File: config.mk
export PLATFORM = sky130hd
export DESIGN_NAME = wildcard_byte_signature_scan
export DESIGN_NICKNAME = d
export VERILOG_FILES = /design/src/rtl/core/wbss_pkg.sv /design/src/rtl/core/wildcard_byte_signature_scan.sv /design/src/rtl/core/wbss_match.sv
export SDC_FILE = /design/constraint.sdc
export NUM_CORES = 1
export LEC_CHECK = 0
export BUFFER_PORTS_ARGS = -buffer_cell sky130_fd_sc_hd__buf_2
export CAP_MARGIN = 20
export CORE_UTILIZATION = 40
export CTS_BUF_LIST = sky130_fd_sc_hd__clkbuf_8
export DETAILED_ROUTE_END_ITERATION = 10
export SLEW_MARGIN = 5
export SYNTH_ARGS = -nofsm -noshare
export SYNTH_HDL_FRONTEND = slang
export SYNTH_SLANG_ARGS = --single-unit
File: constraint.sdc
create_clock -name clk -period 14.7 [get_ports clk]
set_input_delay 1.47 -clock clk [delete_from_list [all_inputs] [get_ports clk]]
set_output_delay 1.47 -clock clk [all_outputs]
set_load 0.1 [all_outputs]
File: src/rtl/core/wbss_pkg.sv
// ----------------------------------------------------------------------------
// wbss_pkg: shared types and constants for the wildcard byte signature scan
// Register map codes and the bundles passed between the top level and the
// window compare unit.
// ----------------------------------------------------------------------------
package wbss_pkg;

	// Pattern storage is fixed at sixteen bytes by the register map
	localparam int CFG_BYTES  = 16;
	localparam int LEN_W      = 5;
	localparam int CFG_DATA_W = 64;
	localparam int CFG_ADDR_W = 5;

	// Register indexes; byte address is 8 * index
	typedef enum logic [1:0] {
		REG_PAT_LOW  = 2'd0,
		REG_PAT_HIGH = 2'd1,
		REG_CARE     = 2'd2,
		REG_LEN      = 2'd3
	} reg_idx_t;

	// Pattern configuration as seen by the compare unit
	typedef struct packed {
		logic [8*CFG_BYTES-1:0] pattern;
		logic [CFG_BYTES-1:0]   care;
		logic [LEN_W-1:0]       length;
	} match_cfg_t;

	// Compare result: hit and the effective pattern length
	typedef struct packed {
		logic             hit;
		logic [LEN_W-1:0] length;
	} match_res_t;

endpackage

File: src/rtl/core/wildcard_byte_signature_scan.sv
// A word accepted into the window register and stage one then passes to the
// output register, which raises m_tvalid. Throughput: one byte per cycle while
// the two-word output buffer has a free skid slot; the masked window compare is
// combinational between the window register and the output register.
// Reset clears the window, fill count, found latch, pattern registers and
// all valid flags.
// ----------------------------------------------------------------------------
// wildcard_byte_signature_scan: streaming wildcard pattern search
// Shifts each byte of a memory region into a window, compares the window with
// a masked pattern and reports the first match of a scan with its address.
// ----------------------------------------------------------------------------
module wildcard_byte_signature_scan #(
	parameter int PATTERN_MAX  = 16,
	parameter int ADDRESS_BITS = 48
) (
	input  logic                             clk,
	input  logic                             arst_n,
	// slave stream
	input  logic                             s_tvalid,
	output logic                             s_tready,
	// tdata: data_byte[7:0], byte_address, zero fill to whole bytes
	input  logic [((8+ADDRESS_BITS+7)/8)*8-1:0] s_tdata,
	// tuser: region_start[0], new_scan[1]
	input  logic [1:0]                       s_tuser,
	// master stream
	output logic                             m_tvalid,
	input  logic                             m_tready,
	// tdata: match_address, zero fill to whole bytes
	output logic [((ADDRESS_BITS+7)/8)*8-1:0] m_tdata,
	// tuser: match_found[0]
	output logic [0:0]                       m_tuser,
	// configuration port
	input  logic                             psel,
	input  logic                             penable,
	input  logic                             pwrite,
	input  logic [wbss_pkg::CFG_ADDR_W-1:0]  paddr,
	input  logic [wbss_pkg::CFG_DATA_W-1:0]  pwdata,
	output logic [wbss_pkg::CFG_DATA_W-1:0]  prdata,
	output logic                             pready
);
	import wbss_pkg::*;

	localparam int FILL_W = $clog2(PATTERN_MAX+1);
	localparam int OUT_W  = ((ADDRESS_BITS+7)/8)*8;

	// configuration registers
	logic [63:0]          pat_low_q;
	logic [63:0]          pat_high_q;
	logic [CFG_BYTES-1:0] care_q;
	logic [LEN_W-1:0]     len_q;
	reg_idx_t             reg_idx;
	logic                 cfg_wr;

	// window state
	logic [7:0]              win_q [PATTERN_MAX];
	logic [FILL_W-1:0]       fill_q;
	logic                    found_q;
	logic [8*PATTERN_MAX-1:0] win_flat;

	// stage one
	logic                    valid_s1;
	logic                    fresh_s1;
	logic [ADDRESS_BITS-1:0] addr_s1;

	// output buffer
	logic                    m_valid_q;
	logic                    m_found_q;
	logic [ADDRESS_BITS-1:0] m_addr_q;
	logic                    sk_valid_q;
	logic                    sk_found_q;
	logic [ADDRESS_BITS-1:0] sk_addr_q;

	// datapath
	logic                    accept;
	logic                    push;
	logic                    pop;
	logic [7:0]              in_data;
	logic                    in_start;
	logic                    in_fresh;
	match_cfg_t              mcfg;
	match_res_t              mres;
	logic                    hit;
	logic [ADDRESS_BITS-1:0] hit_addr;

	assign reg_idx = reg_idx_t'(paddr[4:3]);
	assign cfg_wr  = psel && penable && pwrite && pready;
	assign pready  = 1'b1;

	// register writes
	always_ff @(posedge clk or negedge arst_n) begin
		if (!arst_n) begin
			pat_low_q  <= '0;
			pat_high_q <= '0;
			care_q     <= '0;
			len_q      <= '0;
		end else if (cfg_wr) begin
			unique case (reg_idx)
				REG_PAT_LOW:  pat_low_q  <= pwdata[63:0];
				REG_PAT_HIGH: pat_high_q <= pwdata[63:0];
				REG_CARE:     care_q     <= pwdata[CFG_BYTES-1:0];
				REG_LEN:      len_q      <= pwdata[LEN_W-1:0];
				default:      len_q      <= len_q;
			endcase
		end
	end

	// register reads
	always_comb begin
		unique case (reg_idx)
			REG_PAT_LOW:  prdata = CFG_DATA_W'(pat_low_q);
			REG_PAT_HIGH: prdata = CFG_DATA_W'(pat_high_q);
			REG_CARE:     prdata = CFG_DATA_W'(care_q);
			REG_LEN:      prdata = CFG_DATA_W'(len_q);
			default:      prdata = '0;
		endcase
	end

	// handshake: stage one moves on while the skid slot is free
	assign s_tready = !valid_s1 || !sk_valid_q;
	assign accept   = s_tvalid && s_tready;
	assign push     = valid_s1 && !sk_valid_q;
	assign pop      = m_valid_q && m_tready;

	assign in_data  = s_tdata[7:0];
	assign in_start = s_tuser[0];
	assign in_fresh = s_tuser[1];

	// shift the byte into the window, restarting on a new region or scan
	always_ff @(posedge clk or negedge arst_n) begin
		if (!arst_n) begin
			for (int i = 0; i < PATTERN_MAX; i++) begin
				win_q[i] <= '0;
			end
			fill_q <= '0;
		end else if (accept) begin
			win_q[0] <= in_data;
			if (in_start || in_fresh) begin
				for (int i = 1; i < PATTERN_MAX; i++) begin
					win_q[i] <= '0;
				end
				fill_q <= FILL_W'(1);
			end else begin
				for (int i = 1; i < PATTERN_MAX; i++) begin
					win_q[i] <= win_q[i-1];
				end
				if (fill_q != FILL_W'(PATTERN_MAX)) begin
					fill_q <= fill_q + FILL_W'(1);
				end
			end
		end
	end

	// stage one control and payload
	always_ff @(posedge clk or negedge arst_n) begin
		if (!arst_n) begin
			valid_s1 <= 1'b0;
		end else if (accept) begin
			valid_s1 <= 1'b1;
		end else if (push) begin
			valid_s1 <= 1'b0;
		end
	end

	always_ff @(posedge clk) begin
		if (accept) begin
			fresh_s1 <= in_fresh;
			addr_s1  <= s_tdata[8 +: ADDRESS_BITS];
		end
	end

	always_comb begin
		for (int i = 0; i < PATTERN_MAX; i++) begin
			win_flat[i*8 +: 8] = win_q[i];
		end
	end

	assign mcfg.pattern = {pat_high_q, pat_low_q};
	assign mcfg.care    = care_q;
	assign mcfg.length  = len_q;

	wbss_match #(
		.PATTERN_MAX(PATTERN_MAX)
	) u_match (
		.cfg    (mcfg),
		.window (win_flat),
		.fill   (fill_q),
		.res    (mres)
	);

	// suppress after the first hit unless this word opens a new scan
	assign hit      = mres.hit && (fresh_s1 || !found_q);
	assign hit_addr = hit ? (addr_s1 - ADDRESS_BITS'(mres.length) + ADDRESS_BITS'(1)) : '0;

	// found latch advances when the word leaves stage one
	always_ff @(posedge clk or negedge arst_n) begin
		if (!arst_n) begin
			found_q <= 1'b0;
		end else if (push) begin
			if (hit) begin
				found_q <= 1'b1;
			end else if (fresh_s1) begin
				found_q <= 1'b0;
			end
		end
	end

	// output register with skid slot
	always_ff @(posedge clk or negedge arst_n) begin
		if (!arst_n) begin
			m_valid_q  <= 1'b0;
			sk_valid_q <= 1'b0;
		end else begin
			if (pop && sk_valid_q) begin
				sk_valid_q <= 1'b0;
			end else if (pop && !push) begin
				m_valid_q <= 1'b0;
			end else if (push && !pop && m_valid_q) begin
				sk_valid_q <= 1'b1;
			end else if (push) begin
				m_valid_q <= 1'b1;
			end
		end
	end

	always_ff @(posedge clk) begin
		if (pop && sk_valid_q) begin
			m_found_q <= sk_found_q;
			m_addr_q  <= sk_addr_q;
		end else if (push && (pop || !m_valid_q)) begin
			m_found_q <= hit;
			m_addr_q  <= hit_addr;
		end
		if (push && !pop && m_valid_q) begin
			sk_found_q <= hit;
			sk_addr_q  <= hit_addr;
		end
	end

	assign m_tvalid   = m_valid_q;
	assign m_tdata    = OUT_W'(m_addr_q);
	assign m_tuser[0] = m_found_q;

endmodule

File: src/rtl/core/wbss_match.sv
// ----------------------------------------------------------------------------
// wbss_match: masked window compare
// Checks the newest bytes of the window against the configured pattern,
// skipping wildcard positions, once enough bytes of the region are held.
// ----------------------------------------------------------------------------
module wbss_match #(
	parameter int PATTERN_MAX = 16
) (
	input  wbss_pkg::match_cfg_t           cfg,
	input  logic [8*PATTERN_MAX-1:0]       window,
	input  logic [$clog2(PATTERN_MAX+1)-1:0] fill,
	output wbss_pkg::match_res_t           res
);
	import wbss_pkg::*;

	localparam int LIM    = (PATTERN_MAX < CFG_BYTES) ? PATTERN_MAX : CFG_BYTES;
	localparam int FILL_W = $clog2(PATTERN_MAX+1);
	localparam int CMP_W  = (FILL_W > LEN_W) ? FILL_W : LEN_W;
	localparam int IDX_W  = $clog2(CFG_BYTES);

	logic [LEN_W-1:0] len;
	logic [LEN_W-1:0] pos;
	logic [IDX_W-1:0] pidx;
	logic             miss;

	// Clamp the configured length to the compare width
	always_comb begin
		if (cfg.length > LEN_W'(LIM)) begin
			len = LEN_W'(LIM);
		end else begin
			len = cfg.length;
		end
	end

	// Window byte k (newest first) lines up with pattern byte len-1-k
	always_comb begin
		miss = 1'b0;
		pos  = '0;
		pidx = '0;
		for (int k = 0; k < LIM; k++) begin
			pos  = len - LEN_W'(1) - LEN_W'(k);
			pidx = pos[IDX_W-1:0];
			if ((LEN_W'(k) < len) && cfg.care[pidx] &&
			    (cfg.pattern[pidx*8 +: 8] != window[k*8 +: 8])) begin
				miss = 1'b1;
			end
		end
	end

	assign res.hit    = (len != '0) && (CMP_W'(fill) >= CMP_W'(len)) && !miss;
	assign res.length = len;

endmodule
* Word level (Yosys, flattened, before mapping) *
Cells that the tools add are included.

cells by class
  $add $sub $neg = 19
  magnitude comparators = 34
  equal/unequal tests = 22
  shift operators = 16
  multiplexer cells = 68
  bitwise operators = 1
  reduce and logical (&&, ||, !) cells = 72

operators with widths
  operator                                                    number
  variable part select 128 x 8 -> 8 bit                       16
  case mux 64 bit (4 select lines)                            1
  2-to-1 mux 48 bit                                           3
  != test 8 bit                                               16
  2-to-1 mux 120 bit                                          1
  less-than comparator 4 x 5 -> 1 bit, second input constant  16
  binary-select mux 1 bit (select 4 bit)                      16
  adder 48 x 1 -> 48 bit, second input constant               1
  subtractor 48 x 5 -> 48 bit                                 1
  logical AND 1 bit                                           45
  2-to-1 mux 1 bit                                            44
  less-than comparator 4 x 5 -> 1 bit, first input constant   8
  subtractor 4 bit, second input constant                     8
  less-than comparator 3 x 5 -> 1 bit, first input constant   4
  subtractor 4 x 3 -> 4 bit, second input constant            4
  2-to-1 mux 5 bit                                            3
  AND reduction 2 bit                                         7
  nonzero test 2 bit                                          6
  less-than comparator 1 x 5 -> 1 bit, first input constant   2
  less-than comparator 2 x 5 -> 1 bit, first input constant   2
  subtractor 4 x 1 -> 4 bit, second input constant            2
  subtractor 4 x 2 -> 4 bit, second input constant            2
  logical NOT 1 bit                                           7
  adder 5 x 1 -> 5 bit, second input constant                 1
  11 further kinds                                            16

storage, ports and cells
  bits in registers = 433
  input port bits = 134
  output and inout bits = 116
  word-level logic and storage cells = 263

* Longest topological paths before layout *
  depth after elaboration = 29
  gate-level depth with buffers = 26
  depth with buffers taken out = 16

* Hierarchy *
A second synthesis with hierarchy kept.

second synthesis, totals
  cells, all modules = 2,909
  area, all modules = 29,639.7 µm²

modules (own cells, without submodules)
  module                        instances  cells each  area each (µm²)  sequential area each (µm²)
  wildcard_byte_signature_scan  1          1,796       19,946.6         11,571.1
  wbss_match                    1          1,113       9,693.0          0.0

* Least setup slack after synthesis *
Ideal clock, no wire load.

  path type = input port to output port
  start point = input paddr[3] (netlist bit)
  end point = output prdata[10] (netlist bit)
  data arrival time = 4,563 ps
  required time = 13,230 ps
  path slack = 8,667 ps
  stages = 4
  buffers on the path = 2
  path through = buf_1 clkbuf_1 mux2i_1 o21ai_0

on the way
  longest elaborated chain between the ends = 2
  elaborated cells between the ends (all ways) = 5
  those cells by class = eq/ne: 3; mux: 1; reduce/logical: 1

RTL lines
  what                                         RTL line                             text
  start, declared                              wildcard_byte_signature_scan.sv:36   input logic [wbss_pkg::CFG_ADDR_W-1:0] paddr,
  == test 2 bit, or another cell as far along  wildcard_byte_signature_scan.sv:109  unique case (reg_idx)
  case mux 64 bit (4 select lines) *           wildcard_byte_signature_scan.sv:109
  end, declared                                wildcard_byte_signature_scan.sv:38   output logic [wbss_pkg::CFG_DATA_W-1:0] prdata,

Every way passes the cells marked *; elsewhere a longest branch is shown, timed or not.

* Worst setup path in the final report *
  start point = register len_q[0]
  end point = register found_q

on the way
  longest elaborated chain between the ends = 28
  elaborated cells between the ends (all ways) = 155
  those cells by class = add/sub: 16; order compare: 18; eq/ne: 16; shift: 16; mux: 50; reduce/logical: 39

RTL lines
  what                                                                                RTL line                             text
  start, declared                                                                     wildcard_byte_signature_scan.sv:50   logic [LEN_W-1:0] len_q;
  start signal, assigned                                                              wildcard_byte_signature_scan.sv:101  REG_LEN: len_q <= pwdata[LEN_W-1:0];
  start signal, assigned                                                              wildcard_byte_signature_scan.sv:102  default: len_q <= len_q;
  greater-than comparator 5 bit                                                       wbss_match.sv:28                     if (cfg.length > LEN_W'(LIM)) begin
  2-to-1 mux 5 bit *                                                                  wbss_match.sv:28
  parallel branches: the longest is 22 deep, another holds subtractor 4 x 1 -> 4 bit  -
  logical AND 1 bit *                                                                 wbss_match.sv:50                     assign res.hit = (len != '0) && (CMP_W'(fill) >= CMP_W'(len)) && !miss;
  logical AND 1 bit *                                                                 wildcard_byte_signature_scan.sv:191  assign hit = mres.hit && (fresh_s1 || !found_q);
  nonzero test 2 bit (no source line)                                                 -
  AND reduction 2 bit (no source line)                                                -
  end signal, assigned                                                                wildcard_byte_signature_scan.sv:197  found_q <= 1'b0;
  end signal, assigned                                                                wildcard_byte_signature_scan.sv:200  found_q <= 1'b1;
  end signal, assigned                                                                wildcard_byte_signature_scan.sv:202  found_q <= 1'b0;
  end, declared                                                                       wildcard_byte_signature_scan.sv:57   logic found_q;

Mark *: on every way between the ends. The select of a mux whose other input is x is not followed.
A chain may end at the register's enable or synchronous reset.

==> flow_summary.json <==
{
  "crit_path_end_kind": "register",
  "min_from": "sk_addr_q[10]$_DFFE_PP_",
  "setup-tns-final_ps": 0,
  "power.leakage_nw": 15.3,
  "crit_fanout": 56,
  "synth_edf_count": 147,
  "p_total_mw": 7.84,
  "cpPeakStageDelay_ps": 950,
  "skew_ps": 61.1,
  "drc": 0,
  "clockBufferDepth": 3,
  "async_flop_share_pct": 66.1,
  "clock_sinks": 433,
  "yosys_warnings": 0,
  "drt-initial-drc-count": 2496,
  "p_int_mw": 3.81,
  "coreArea_um2": 74900,
  "num_io_pins": 250,
  "setup_violations": 0,
  "vias": 25095,
  "dp_hpwl_um": 78200,
  "synth.area.top_cells": "dfrtp_1 (23%), edfxtp_1 (14%), mux2i_1 (10%)",
  "tritoncts": "built",
  "via_per_inst": 6.11,
  "grt-ovfl-total": 0,
  "die-area_um2": 77400,
  "yosysTopAreaCellShare_pct": 23.5,
  "maxSlewViolCount": 0,
  "crit_family": "simple AND/OR/NAND/NOR gates",
  "synth_cell_type_count": 87,
  "slowest_stage": "nor2b_4",
  "drive_above_1_share_pct": 24.8,
  "die_w_um": 278,
  "startpoint_type": "register",
  "hold_path_class": "register to register",
  "finalCriticalPeriod_ps": 7680,
  "netSwitchingFraction_pct": 51.4,
  "floorplan.initialDensity_pct": 40.7,
  "period_share_pct": 52.3,
  "timing.rr.start": "len_q[0]$_DFFE_PN0P_",
  "seq_area_frac_synth_pct": 37.9,
  "cts-root-buf": "clkbuf_8",
  "cts_made_buffers": 80,
  "grt_first_pass_wirelength_um": 157000,
  "p_per_area_nw_per_um2": 229,
  "die_h_um": 278,
  "r2r-end": "found_q$_DFFE_PN0P_",
  "seq_power_share_pct": 23.4,
  "first_global_vias": 24340,
  "cts_resized": 0,
  "critPathRequiredTime_ps": 15250,
  "grt_start_max_net_pins": 99,
  "area_delta_synth_final_pct": 12.1,
  "path_buf_inv": 5,
  "cp_cell_sequence": "nor2b_4 > inv_4 > ha_1 > xnor2_4 > buf_4 > inv_2 > ha_1 > a21oi_1 > xnor2_2 > buf_4 > mux2i_1 > xor2_1 > nor4_1 > nand3_1 > a32oi_1 > nand4_4 > buf_4 > o41ai_1",
  "min_to": "m_tdata[10]$_DFFE_PP_",
  "worst_r2r_path_depth": 18,
  "cp.arrival_ps": 8230,
  "syn_inst": 2910,
  "wire_per_inst_um": 25.8,
  "postRouteAntennaNets": 0,
  "dr.pass1.iters": 5,
  "synthTopCellsByCount": "nand2_1 (393), mux2i_1 (319), dfrtp_1 (286)",
  "grt_usage_pct": 27.0,
  "yosysTopAreaCell": "dfrtp_1",
  "whs_path_depth": 2,
  "crit_top_cell": "buf_4",
  "synth_most_common_cell": "nand2_1",
  "final_nets": 3276,
  "fmax_mhz": 130,
  "pwr-share-comb_pct": 60.8,
  "insertion_delay_ps": 720,
  "gp_congestion": 1.04,
  "maxCapViolations": 0,
  "critPathKind": "register to register",
  "synth_area_um2": 30500,
  "antenna_found_initial": 3,
  "synth-main-ff-cell": "dfrtp_1",
  "clkPwrFrac_pct": 15.8,
  "port-buffer-count": 245,
  "status": "finished clean",
  "hold_buffers": 0,
  "drt_wl_total_um": 106000,
  "rows": 100,
  "slew_headroom_pct": 28.7,
  "cts_setup_buffers": 0,
  "htree_levels": 3,
  "vdd_drop_max_uv": 141,
  "r2r_setup_slack_ps": 7020,
  "rsz0062_at_grt": "false",
  "hold_violations": 0,
  "syn-num-nets": 3116,
  "worst_slew_pin_slew_ps": 1070,
  "avgSynthCellArea_um2": 10.5,
  "p_switching_mw": 4.03,
  "clkSlewWorstSetupHoldPaths_ps": 60,
  "nFillCells": 6988,
  "ys_ff_latch": 433
}
-- power groups by stage --
stage	logic (mW)	clock network, mW	registers [mW]
after floorplan	3.15	0	2.11
after global placement	4.66	0	1.82
after detailed placement	4.72	0	1.84
after CTS	4.73	1.27	1.82
after global routing	5.01	1.32	1.85
final	4.77	1.24	1.83
-- worst reg2reg max path, stage by stage, from the launching register on --
cell and delay (ps):
dfrtp_4 890, nor2b_4 960, inv_4 100, ha_1 280, xnor2_4 160, buf_4 400, inv_2 460, ha_1 380
a21oi_1 210, xnor2_2 130, buf_4 350, mux2i_1 300, xor2_1 190, nor4_1 500, nand3_1 250, a32oi_1 340
nand4_4 620, buf_4 600, o41ai_1 410
-- registers in the layout, indices dropped and copies added, names as in the netlist, 5 cells and up --
| name | flops |
|---|---|
| win_flat | 128 |
| pat_high_q | 64 |
| pat_low_q | 64 |
| addr_s1 | 48 |
| m_tdata | 48 |
| sk_addr_q | 48 |
| care_q | 16 |
| fill_q | 5 |
| len_q | 5 |
-- area by class of cell --
cell class | count | area (um^2) | area share (%)
Antenna cell | 3 | 7.51 | 0.0220
Clock buffer | 93 | 1280 | 3.74
Clock inverter | 54 | 407 | 1.19
Inverter | 83 | 319 | 0.933
Multi-Input combinational cell | 2182 | 17800 | 52.0
Sequential cell | 433 | 11600 | 33.8
Tap cell | 969 | 1210 | 3.55
Timing Repair Buffer | 290 | 1620 | 4.73
-- worst max path at each step --
stage	end	startpoint	slack, ps	cells after the start
6_report	found_q$_DFFE_PN0P_	len_q[0]$_DFFE_PN0P_	7020	18
5_1_grt	m_tdata[9]$_DFFE_PP_	len_q[0]$_DFFE_PN0P_	6620	18
4_1_cts	found_q$_DFFE_PN0P_	len_q[0]$_DFFE_PN0P_	6990	18
3_5_place_dp	found_q$_DFFE_PN0P_	len_q[0]$_DFFE_PN0P_	7050	18
3_3_place_gp	m_tdata[25]$_DFFE_PP_	len_q[0]$_DFFE_PN0P_	7190	18
2_1_floorplan	prdata[10]	paddr[3]	8670	4
-- per-layer routing --
metal	global-route usage [%]	part of all wire (%)	up-vias
li1	-	-	11090
met1	37.3	42	12572
met2	41.4	45	1228
met3	4.03	7.9	205
met4	13.6	5.1	0
met5	0	0	-
-- through the flow --
stage          setup WS [ps]  util, %  area, um^2  hold WS, ps  instances
2_1_floorplan           8670        -       30500          453       2910
6_report                7020     45.6       34200          471       4107
5_1_grt                 6620     45.6       34200          470       4107
4_1_cts                 6990     45.5       34100          457       4102
3_5_place_dp            7050     43.3       32400          506       3955
3_3_place_gp            7190     43.3       32400          498       3955
-- cells in the final DEF (no fill, tap or decap), types with 44 or more instances in the layout --
master and n:
inv_1 96, dfrtp_1 285, o31ai_1 53, buf_2 243
nand3_1 148, edfxtp_1 147, xor2_1 103, nand2_1 392
nor2_1 120, buf_4 44, ha_1 69, a21oi_1 75
mux2i_1 319, clkbuf_8 93, nor3_1 76, mux2_2 178
o21ai_0 69, mux4_2 133, xnor2_1 72
-- cell families after synthesis --
kind of cell	after synthesis	synth area share, %
compound gates	433	9.91
xor+xnor	181	5.39
fa+ha+maj	72	2.98
buf+inv	295	4.13
flops	433	37.9
mux	630	26.9
other cells	1	0.0123
simple gates	865	12.8
Power figures use the tool's default switching activity.
